**config.mk**
```make
export PLATFORM = sky130hd
export DESIGN_NAME = lehmer_random_range_dice
export DESIGN_NICKNAME = d
export VERILOG_FILES = /design/src/hw/rtl/lrrd_pkg.sv /design/src/hw/rtl/lehmer_random_range_dice.sv /design/src/hw/rtl/lrrd_lcg.sv /design/src/hw/rtl/lrrd_rem.sv
export VERILOG_INCLUDE_DIRS = /design/src /design/src/hw/rtl
export SDC_FILE = /design/constraint.sdc
export NUM_CORES = 2
export LEC_CHECK = 0
export ABC_AREA = 1
export BUFFER_PORTS_ARGS = -buffer_cell sky130_fd_sc_hd__buf_2
export CAP_MARGIN = 0
export CORE_MARGIN = 1
export CORE_UTILIZATION = 45
export CTS_CLUSTER_SIZE = 16
export DETAILED_ROUTE_END_ITERATION = 10
export SYNTH_ARGS = -nofsm -noshare
export SYNTH_HDL_FRONTEND = slang
export SYNTH_SLANG_ARGS = --single-unit
```
**constraint.sdc**
```tcl
create_clock -name clk -period 11.4 [get_ports clk]
set_clock_uncertainty 0.05 [all_clocks]
set_input_delay 1.14 -clock clk [delete_from_list [all_inputs] [get_ports clk]]
set_output_delay 1.14 -clock clk [all_outputs]
set_load 0.02 [all_outputs]
```
**src/hw/rtl/lehmer_random_range_dice_defines.svh**
```systemverilog
// Assertion macros shared by the random range and dice unit.
`ifndef LEHMER_RANDOM_RANGE_DICE_DEFINES_SVH
`define LEHMER_RANDOM_RANGE_DICE_DEFINES_SVH

// Check that a condition implies a consequence in the same cycle.
`define LRRD_ASSERT_SAME(label, cond, conseq, msg) \
	label: assert property (@(posedge clk) disable iff (!arst_n) \
		(cond) |-> (conseq)) else $error(msg);

// Check that a condition implies a consequence in the next cycle.
`define LRRD_ASSERT_NEXT(label, cond, conseq, msg) \
	label: assert property (@(posedge clk) disable iff (!arst_n) \
		(cond) |=> (conseq)) else $error(msg);

`endif

```
**src/hw/rtl/lrrd_pkg.sv**
```systemverilog
// Types and constants of the random range and dice unit.
`default_nettype none

package lrrd_pkg;

	// Operation codes carried by each input item
	typedef enum logic [1:0] {
		OP_LOAD  = 2'd0,
		OP_RAW   = 2'd1,
		OP_RANGE = 2'd2,
		OP_DICE  = 2'd3
	} lrrd_op_t;

	localparam int DRAW_W = 31;  // generator state width
	localparam int VAL_W  = 32;  // result width
	localparam int SPAN_W = 33;  // range span width, up to 2^32
	localparam int PROD_W = 46;  // 31 x 15 bit product

	localparam logic [DRAW_W-1:0] LCG_MOD  = 31'h7FFF_FFFF;
	localparam logic [14:0]       LCG_MULT = 15'd16807;

	// Status of each arithmetic unit
	typedef struct packed {
		logic busy;
		logic done;
	} lrrd_unit_stat_t;

endpackage

`default_nettype wire

```
**src/hw/rtl/lehmer_random_range_dice.sv**
```systemverilog
// Top level of the random range and dice unit: sequencer and output register.
//
//  channel | signals                                                  | dir
//  --------+----------------------------------------------------------+----
//  in      | in_valid, in_ready, opcode, seed_value, range_low,       | in
//          | range_high, dice_count, dice_faces                       |
//  out     | out_valid, out_ready, value                              | out
//
// Seed load: taken into the generator state in idle. Raw draw: the step unit
// (multiply, then fold), then posting the result. Range draw: step unit, then
// 31-bit serial remainder with its start and done registers, then posting;
// equal bounds go straight to posting. Dice sum: step unit and remainder per
// die, up to MAX_DICE_COUNT dice; zero count or faces go straight to posting.
// The remainder unit's one-bit-per-cycle loop dominates. in_ready is high only
// between items. Reset clears the generator state to zero. A stalled result
// waits in the output register while the next item is taken and worked on.
`default_nettype none
`include "lehmer_random_range_dice_defines.svh"

module lehmer_random_range_dice #(
	parameter int MAX_DICE_COUNT = 255
) (
	input  wire logic        clk,
	input  wire logic        arst_n,
	input  wire logic        in_valid,
	output logic             in_ready,
	input  wire logic [1:0]  opcode,
	input  wire logic [30:0] seed_value,
	input  wire logic [31:0] range_low,
	input  wire logic [31:0] range_high,
	input  wire logic [7:0]  dice_count,
	input  wire logic [15:0] dice_faces,
	output logic             out_valid,
	input  wire logic        out_ready,
	output logic [31:0]      value
);
	import lrrd_pkg::*;

	localparam int CNT_W = $clog2(MAX_DICE_COUNT + 1);

	typedef enum logic [1:0] {
		S_IDLE,
		S_ADV,
		S_MOD,
		S_FIN
	} state_t;

	state_t            state_q;
	lrrd_op_t          op_q;
	logic [DRAW_W-1:0] rng_q;
	logic              lcg_start_q;
	logic              rem_start_q;
	logic              out_valid_q;
	logic [VAL_W-1:0]  value_q;
	logic [VAL_W-1:0]  res_q;
	logic [VAL_W-1:0]  sum_q;
	logic [VAL_W-1:0]  lo_q;
	logic [SPAN_W-1:0] span_q;
	logic [CNT_W-1:0]  count_q;

	lrrd_op_t          op_in;
	logic              lo_gt_hi;
	logic [VAL_W-1:0]  b_lo;
	logic [VAL_W-1:0]  b_hi;
	logic [SPAN_W-1:0] span_in;
	logic [CNT_W-1:0]  count_in;
	logic [VAL_W-1:0]  sum_next;
	logic              out_free;
	logic              lcg_go;
	logic              rem_go;

	logic [DRAW_W-1:0] lcg_result;
	lrrd_unit_stat_t   lcg_stat;
	logic [VAL_W-1:0]  rem_result;
	lrrd_unit_stat_t   rem_stat;

	lrrd_lcg u_lcg (
		.clk    (clk),
		.arst_n (arst_n),
		.start  (lcg_start_q),
		.seed   (rng_q),
		.result (lcg_result),
		.stat   (lcg_stat)
	);

	lrrd_rem u_rem (
		.clk       (clk),
		.arst_n    (arst_n),
		.start     (rem_start_q),
		.dividend  (rng_q),
		.divisor   (span_q),
		.remainder (rem_result),
		.stat      (rem_stat)
	);

	// Order the bounds and size the span at 33 bits
	always_comb begin
		op_in    = lrrd_op_t'(opcode);
		lo_gt_hi = $signed(range_low) > $signed(range_high);
		b_lo     = lo_gt_hi ? range_high : range_low;
		b_hi     = lo_gt_hi ? range_low : range_high;
		span_in  = {b_hi[VAL_W-1], b_hi} - {b_lo[VAL_W-1], b_lo} + SPAN_W'(1);
		if (32'(dice_count) > 32'(MAX_DICE_COUNT)) begin
			count_in = CNT_W'(MAX_DICE_COUNT);
		end else begin
			count_in = CNT_W'(dice_count);
		end
		sum_next = sum_q + rem_result + VAL_W'(1);
		out_free = !out_valid_q || out_ready;
		// Start the step unit for a new draw or the next die; start the remainder after a range or dice draw
		lcg_go = ((state_q == S_IDLE) && in_valid
			&& ((op_in == OP_RAW)
			|| (op_in == OP_RANGE && range_low != range_high)
			|| (op_in == OP_DICE && dice_count != '0 && dice_faces != '0)))
			|| ((state_q == S_MOD) && rem_stat.done && (op_q == OP_DICE)
			&& (count_q != CNT_W'(1)));
		rem_go = (state_q == S_ADV) && lcg_stat.done && (op_q != OP_RAW);
	end

	// Sequencer, generator state and output register
	always_ff @(posedge clk or negedge arst_n) begin
		if (!arst_n) begin
			state_q     <= S_IDLE;
			op_q        <= OP_LOAD;
			rng_q       <= '0;
			lcg_start_q <= 1'b0;
			rem_start_q <= 1'b0;
			out_valid_q <= 1'b0;
			value_q     <= '0;
			res_q       <= '0;
			sum_q       <= '0;
			lo_q        <= '0;
			span_q      <= '0;
			count_q     <= '0;
		end else begin
			lcg_start_q <= lcg_go;
			rem_start_q <= rem_go;
			if (state_q == S_FIN && out_free) begin
				out_valid_q <= 1'b1;
			end else if (out_valid_q && out_ready) begin
				out_valid_q <= 1'b0;
			end
			unique case (state_q)
				S_IDLE: begin
					if (in_valid) begin
						op_q <= op_in;
						unique case (op_in)
							OP_LOAD: begin
								rng_q <= seed_value;
							end
							OP_RAW: begin
								state_q <= S_ADV;
							end
							OP_RANGE: begin
								lo_q   <= b_lo;
								span_q <= span_in;
								if (range_low == range_high) begin
									res_q   <= range_low;
									state_q <= S_FIN;
								end else begin
									state_q <= S_ADV;
								end
							end
							OP_DICE: begin
								span_q  <= SPAN_W'(dice_faces);
								count_q <= count_in;
								sum_q   <= '0;
								if (dice_count == '0 || dice_faces == '0) begin
									res_q   <= '0;
									state_q <= S_FIN;
								end else begin
									state_q <= S_ADV;
								end
							end
							default: begin
								state_q <= S_IDLE;
							end
						endcase
					end
				end
				S_ADV: begin
					if (lcg_stat.done) begin
						rng_q <= lcg_result;
						if (op_q == OP_RAW) begin
							res_q   <= VAL_W'(lcg_result);
							state_q <= S_FIN;
						end else begin
							state_q <= S_MOD;
						end
					end
				end
				S_MOD: begin
					if (rem_stat.done) begin
						if (op_q == OP_RANGE) begin
							res_q   <= rem_result + lo_q;
							state_q <= S_FIN;
						end else if (count_q == CNT_W'(1)) begin
							res_q   <= sum_next;
							state_q <= S_FIN;
						end else begin
							sum_q   <= sum_next;
							count_q <= count_q - CNT_W'(1);
							state_q <= S_ADV;
						end
					end
				end
				S_FIN: begin
					if (out_free) begin
						value_q <= res_q;
						state_q <= S_IDLE;
					end
				end
				default: begin
					state_q <= S_IDLE;
				end
			endcase
		end
	end

	assign in_ready  = (state_q == S_IDLE);
	assign out_valid = out_valid_q;
	assign value     = value_q;

	`LRRD_ASSERT_SAME(a_idle_units, in_ready, !lcg_stat.busy && !rem_stat.busy, "unit busy while idle")
	`LRRD_ASSERT_SAME(a_draw_nonzero, lcg_stat.done, lcg_result != '0, "generator produced zero")
	`LRRD_ASSERT_SAME(a_rem_bound, rem_stat.done, {1'b0, rem_result} < span_q, "remainder not below divisor")
	`LRRD_ASSERT_NEXT(a_fin_delivers, state_q == S_FIN && out_free, out_valid && in_ready, "result not posted")

endmodule

`default_nettype wire

```
**src/hw/rtl/lrrd_lcg.sv**
```systemverilog
// Generator step unit: state * 16807 mod (2^31 - 1), zero mapped to the modulus.
`default_nettype none

module lrrd_lcg (
	input  wire logic                            clk,
	input  wire logic                            arst_n,
	input  wire logic                            start,
	input  wire logic [lrrd_pkg::DRAW_W-1:0]     seed,
	output logic      [lrrd_pkg::DRAW_W-1:0]     result,
	output lrrd_pkg::lrrd_unit_stat_t            stat
);
	import lrrd_pkg::*;

	logic              v_s1;
	logic              v_s2;
	logic [PROD_W-1:0] prod_s1;
	logic [DRAW_W:0]   fold_s2;
	logic [DRAW_W:0]   red;

	// Track the two stages
	always_ff @(posedge clk or negedge arst_n) begin
		if (!arst_n) begin
			v_s1 <= 1'b0;
			v_s2 <= 1'b0;
		end else begin
			v_s1 <= start;
			v_s2 <= v_s1;
		end
	end

	// Multiply, then fold the high part back in (2^31 == 1 mod the modulus)
	always_ff @(posedge clk) begin
		if (start) begin
			prod_s1 <= PROD_W'(seed) * PROD_W'(LCG_MULT);
		end
		if (v_s1) begin
			fold_s2 <= (DRAW_W+1)'(prod_s1[DRAW_W-1:0])
				+ (DRAW_W+1)'(prod_s1[PROD_W-1:DRAW_W]);
		end
	end

	// Reduce once; a zero remainder becomes the modulus
	always_comb begin
		if (fold_s2 >= {1'b0, LCG_MOD}) begin
			red = fold_s2 - {1'b0, LCG_MOD};
		end else begin
			red = fold_s2;
		end
		if (red[DRAW_W-1:0] == '0) begin
			result = LCG_MOD;
		end else begin
			result = red[DRAW_W-1:0];
		end
	end

	assign stat.busy = v_s1 | v_s2;
	assign stat.done = v_s2;

endmodule

`default_nettype wire

```
**src/hw/rtl/lrrd_rem.sv**
```systemverilog
// Bit-serial remainder unit: one dividend bit per cycle, restoring.
`default_nettype none

module lrrd_rem (
	input  wire logic                            clk,
	input  wire logic                            arst_n,
	input  wire logic                            start,
	input  wire logic [lrrd_pkg::DRAW_W-1:0]     dividend,
	input  wire logic [lrrd_pkg::SPAN_W-1:0]     divisor,
	output logic      [lrrd_pkg::VAL_W-1:0]      remainder,
	output lrrd_pkg::lrrd_unit_stat_t            stat
);
	import lrrd_pkg::*;

	localparam int STEP_W = $clog2(DRAW_W);

	logic              busy_q;
	logic              done_q;
	logic [STEP_W-1:0] cnt_q;
	logic [DRAW_W-1:0] dvd_q;
	logic [VAL_W-1:0]  rem_q;
	logic [SPAN_W-1:0] trial;
	logic [VAL_W-1:0]  rem_next;

	// Shift in the next dividend bit and subtract where it fits
	always_comb begin
		trial = {rem_q, dvd_q[DRAW_W-1]};
		if (trial >= divisor) begin
			rem_next = VAL_W'(trial - divisor);
		end else begin
			rem_next = trial[VAL_W-1:0];
		end
	end

	// Sequence the steps
	always_ff @(posedge clk or negedge arst_n) begin
		if (!arst_n) begin
			busy_q <= 1'b0;
			done_q <= 1'b0;
			cnt_q  <= '0;
		end else begin
			done_q <= 1'b0;
			if (start) begin
				busy_q <= 1'b1;
				cnt_q  <= '0;
			end else if (busy_q) begin
				cnt_q <= cnt_q + 1'b1;
				if (cnt_q == STEP_W'(DRAW_W - 1)) begin
					busy_q <= 1'b0;
					done_q <= 1'b1;
				end
			end
		end
	end

	// Hold the partial remainder and the remaining dividend bits
	always_ff @(posedge clk) begin
		if (start) begin
			dvd_q <= dividend;
			rem_q <= '0;
		end else if (busy_q) begin
			dvd_q <= {dvd_q[DRAW_W-2:0], 1'b0};
			rem_q <= rem_next;
		end
	end

	assign remainder = rem_q;
	assign stat.busy = busy_q;
	assign stat.done = done_q;

endmodule

`default_nettype wire

```
==> metrics.md <==
| Metric | Value |
|---|---|
| Outcome | finished, violations left |
| Failing checks | design-rule violations |
| Cts hold-fix bufs | 0 |
| Die Area | 75300 µm² |
| Gp weighted congestion | 1.02 |
| Achievable Freq | 153 MHz |
| Postcts setup bufs | 0 |
| Final hold vios | 0 |
| Crit Path Category | input pin to register |
| WL final | 123000 µm |
| Synthesized flop and latch total | 357 |
| Number of synthesized flops with an enable pin | 109 |
| Met3 Resource Use GR | 6.33% |
| Unique cell type count in the Yosys netlist | 55 |
| Total clock sinks | 357 |
| Actual slew at the worst max-slew pin | 1280 ps |
| Number of vias in the routed layout | 30900 |
| Share of cells above drive strength 1 | 7.71% |
| Initial antenna violation count | 7 |
| Yosys warns | 0 |
| Fin crit share | 57.4% |
| Area contributors post-synth | dfrtp_1 (16%), ha_1 (14%), nand2_1 (11%) |
| Drt via density | 5.59 |
| Top-area cell type share of the netlist area | 16.2% |
| Period minus WS final | 6540 ps |
| Syn_area_per_cell | 7.57 µm² |
| Cts repair resizes | 0 |
| Final non-filler cell total | 5541 |
| Maxcap violations | 0 |
| Die X | 274 µm |
| Synth Cell Area | 33400 µm² |
| Sequential area share after synthesis | 27.9% |
| GRT met2 Usage | 46.1% |
| Vias in the first global route | 28900 |
| Worst hold path type | register to register |
| Detailed Routing Iterations Pass 1 | 11 |
| Root Driver | clkbuf_16 |
| WP data required | 11820 ps |
| Hpwl dp | 100000 µm |
| Port Buffer Count | 158 |
| Post-Place Cells | 5455 |
| CTS H-tree depth | 2 |
| Pin count of the biggest net entering global routing | 81 |
| Gate Count Post-Synth | 4412 |
| Gr ovfl total | 0 |
| Worst endpoint data arrival time | 6960 ps |
| Top cell type by total area after synthesis | dfrtp_1 |
| DRC violations left | 12 |
| Slew Limit Fails | 0 |
| CTS buffer count | 45 |
| First-pass GRT wire length | 182000 µm |
| Final setup viols | 0 |
| Row cnt | 99 |
| Commonest non-fill, non-tap cells in the layout | nand2_1 (982), inv_1 (619), nor2_1 (404) |
| Synth Net Count | 5047 |
| NumNets Final | 5178 |
| Worst setup EP type | register |
| I/O pin cnt | 159 |
| Fin Hold WS | 425 ps |
| Clock Path Buffers | 3 |
| Core ar. | 73200 µm² |
| CTS tree | built |
| Slew HR | 14.1% |
| Final TNS setup | 0 ps |
| Total GRT Usage | 32.5% |
| Worst Path Max Fanout | 59 |
| Layout fillers | 7293 |
| Starting density of the core | 45.6% |
| Clk_lat worst skew | 600 ps |
| Worst-path clk slew | 60 ps |
| RSZ-0062 raised after global routing | false |
| Most used routing layer | met1 |
| Startpoint Class | input pin |
| Top_reg_cell synth | dfrtp_1 |
| Most common cell after layout, fill and taps aside | nand2_1 |
| Area growth from synthesis to layout | 10.5% |
| Async SR Flop Fraction | 60.5% |
| Mean routed wirelength per cell | 22.1 µm |
| Die Ht | 274 µm |
| Routed Antenna Nets | 0 |
| 1st-iter DRT viols | 3210 |
| Grt met1 use | 49.6% |
-- final timing paths --
kind / start / end / slack, ps / depth (start not counted)
max: range_high[31] / span_q[24]$_DFFE_PN0P_ / 4860 / 27
min: res_q[27]$_DFFE_PN0P_ / res_q[27]$_DFFE_PN0P_ / 420 / 2
max reg2reg: rng_q[8]$_DFFE_PN0P_ / u_lcg.prod_s1[17]$_DFFE_PP_ / 5160 / 20
min reg2reg: res_q[27]$_DFFE_PN0P_ / res_q[27]$_DFFE_PN0P_ / 420 / 2
max in group asynchronous: arst_n / rng_q[28]$_DFFE_PN0P_ / 9210 / 2
min in group asynchronous: arst_n / count_q[1]$_DFFE_PN0P_ / 490 / 1
-- kinds of logic (layout without fill, tap and decap cells) --
kind of cell	Yosys count	count (layout)	share of synthesized area [%]
flip-flops	357	357	27.9
AND/OR/NAND/NOR	1730	1730	21.2
AO/OA/AOI/OAI	896	896	14.9
adder cells (fa/ha/maj)	510	510	22.2
buffers and inverters	722	889	8.19
multiplexers	62	62	2.09
XOR/XNOR	135	135	3.54
other	0	3	0
-- stage by stage --
step                      setup slack [ps]  cell area (µm²)  utilization [%]
after detailed placement              4500            35200             48.1
after floorplan                       6060            33400                -
after global placement                4770            35200             48.1
final                                 4860            36900             50.4
after CTS                             5080            36900             50.4
after global routing                  4450            36900             50.4
-- sequential cells by signal, summed over array words and instances, names as in the netlist, 8 cells and up --
register,cells
res_q,32
u_lcg.prod_s1,46
rng_q,31
u_rem.dvd_q,31
lo_q,32
sum_q,32
value,32
u_lcg.fold_s2,32
span_q,33
count_q,8
u_rem.remainder,32
-- cell type report --
cell class | count | area, µm² | share of cell area (%)
multi-input cells | 3333 | 21400 | 57.9
flip-flops and latches | 357 | 9320 | 25.2
inverters | 626 | 2350 | 6.37
well taps | 959 | 1200 | 3.25
clock buffers | 52 | 1180 | 3.21
repair buffers | 180 | 966 | 2.62
clock inverters | 31 | 497 | 1.35
diodes | 3 | 7.51 | 0.0203
-- Yosys cell counts, types with 62 or more instances --
cell type  instances
xor2_1            83
mux2_2            62
o21ai_0          329
ha_1             372
a21oi_1          356
fa_1             138
inv_1            621
nor2_1           407
clkbuf_1          76
nand3_1          205
edfxtp_1         109
dfrtp_1          216
nand2_1          984
-- per-layer routing --
metal / up-vias / part of all wire (%)
met5: - / 0.073
met4: 10 / 2.6
met3: 159 / 8.9
met2: 1120 / 41
li1: 14900 / -
met1: 14700 / 48
-- critical path, cell delays in order --
cell     delay, ps
buf_2           70
inv_1           70
ha_1           420
nand2_1        110
nor2_1         150
nand4_1        190
nor4_1         530
nand4_1        550
nand3_2        290
buf_4          520
nand2_1        100
o21ai_0        150
nand2_1        150
ha_1           300
nand2_1         50
nand2_1         60
o21ai_0        120
o21ai_0        380
a21oi_1        180
o21ai_0        690
nand2_1        100
nand2_1        150
nand2_1         80
nor2_1         120
o21ai_0         90
nand2_1         70
o21ai_0         90
Power is left out: the tool's default activity adds up to more than one toggle a clock period on the data nets, which glitch-free logic cannot reach.
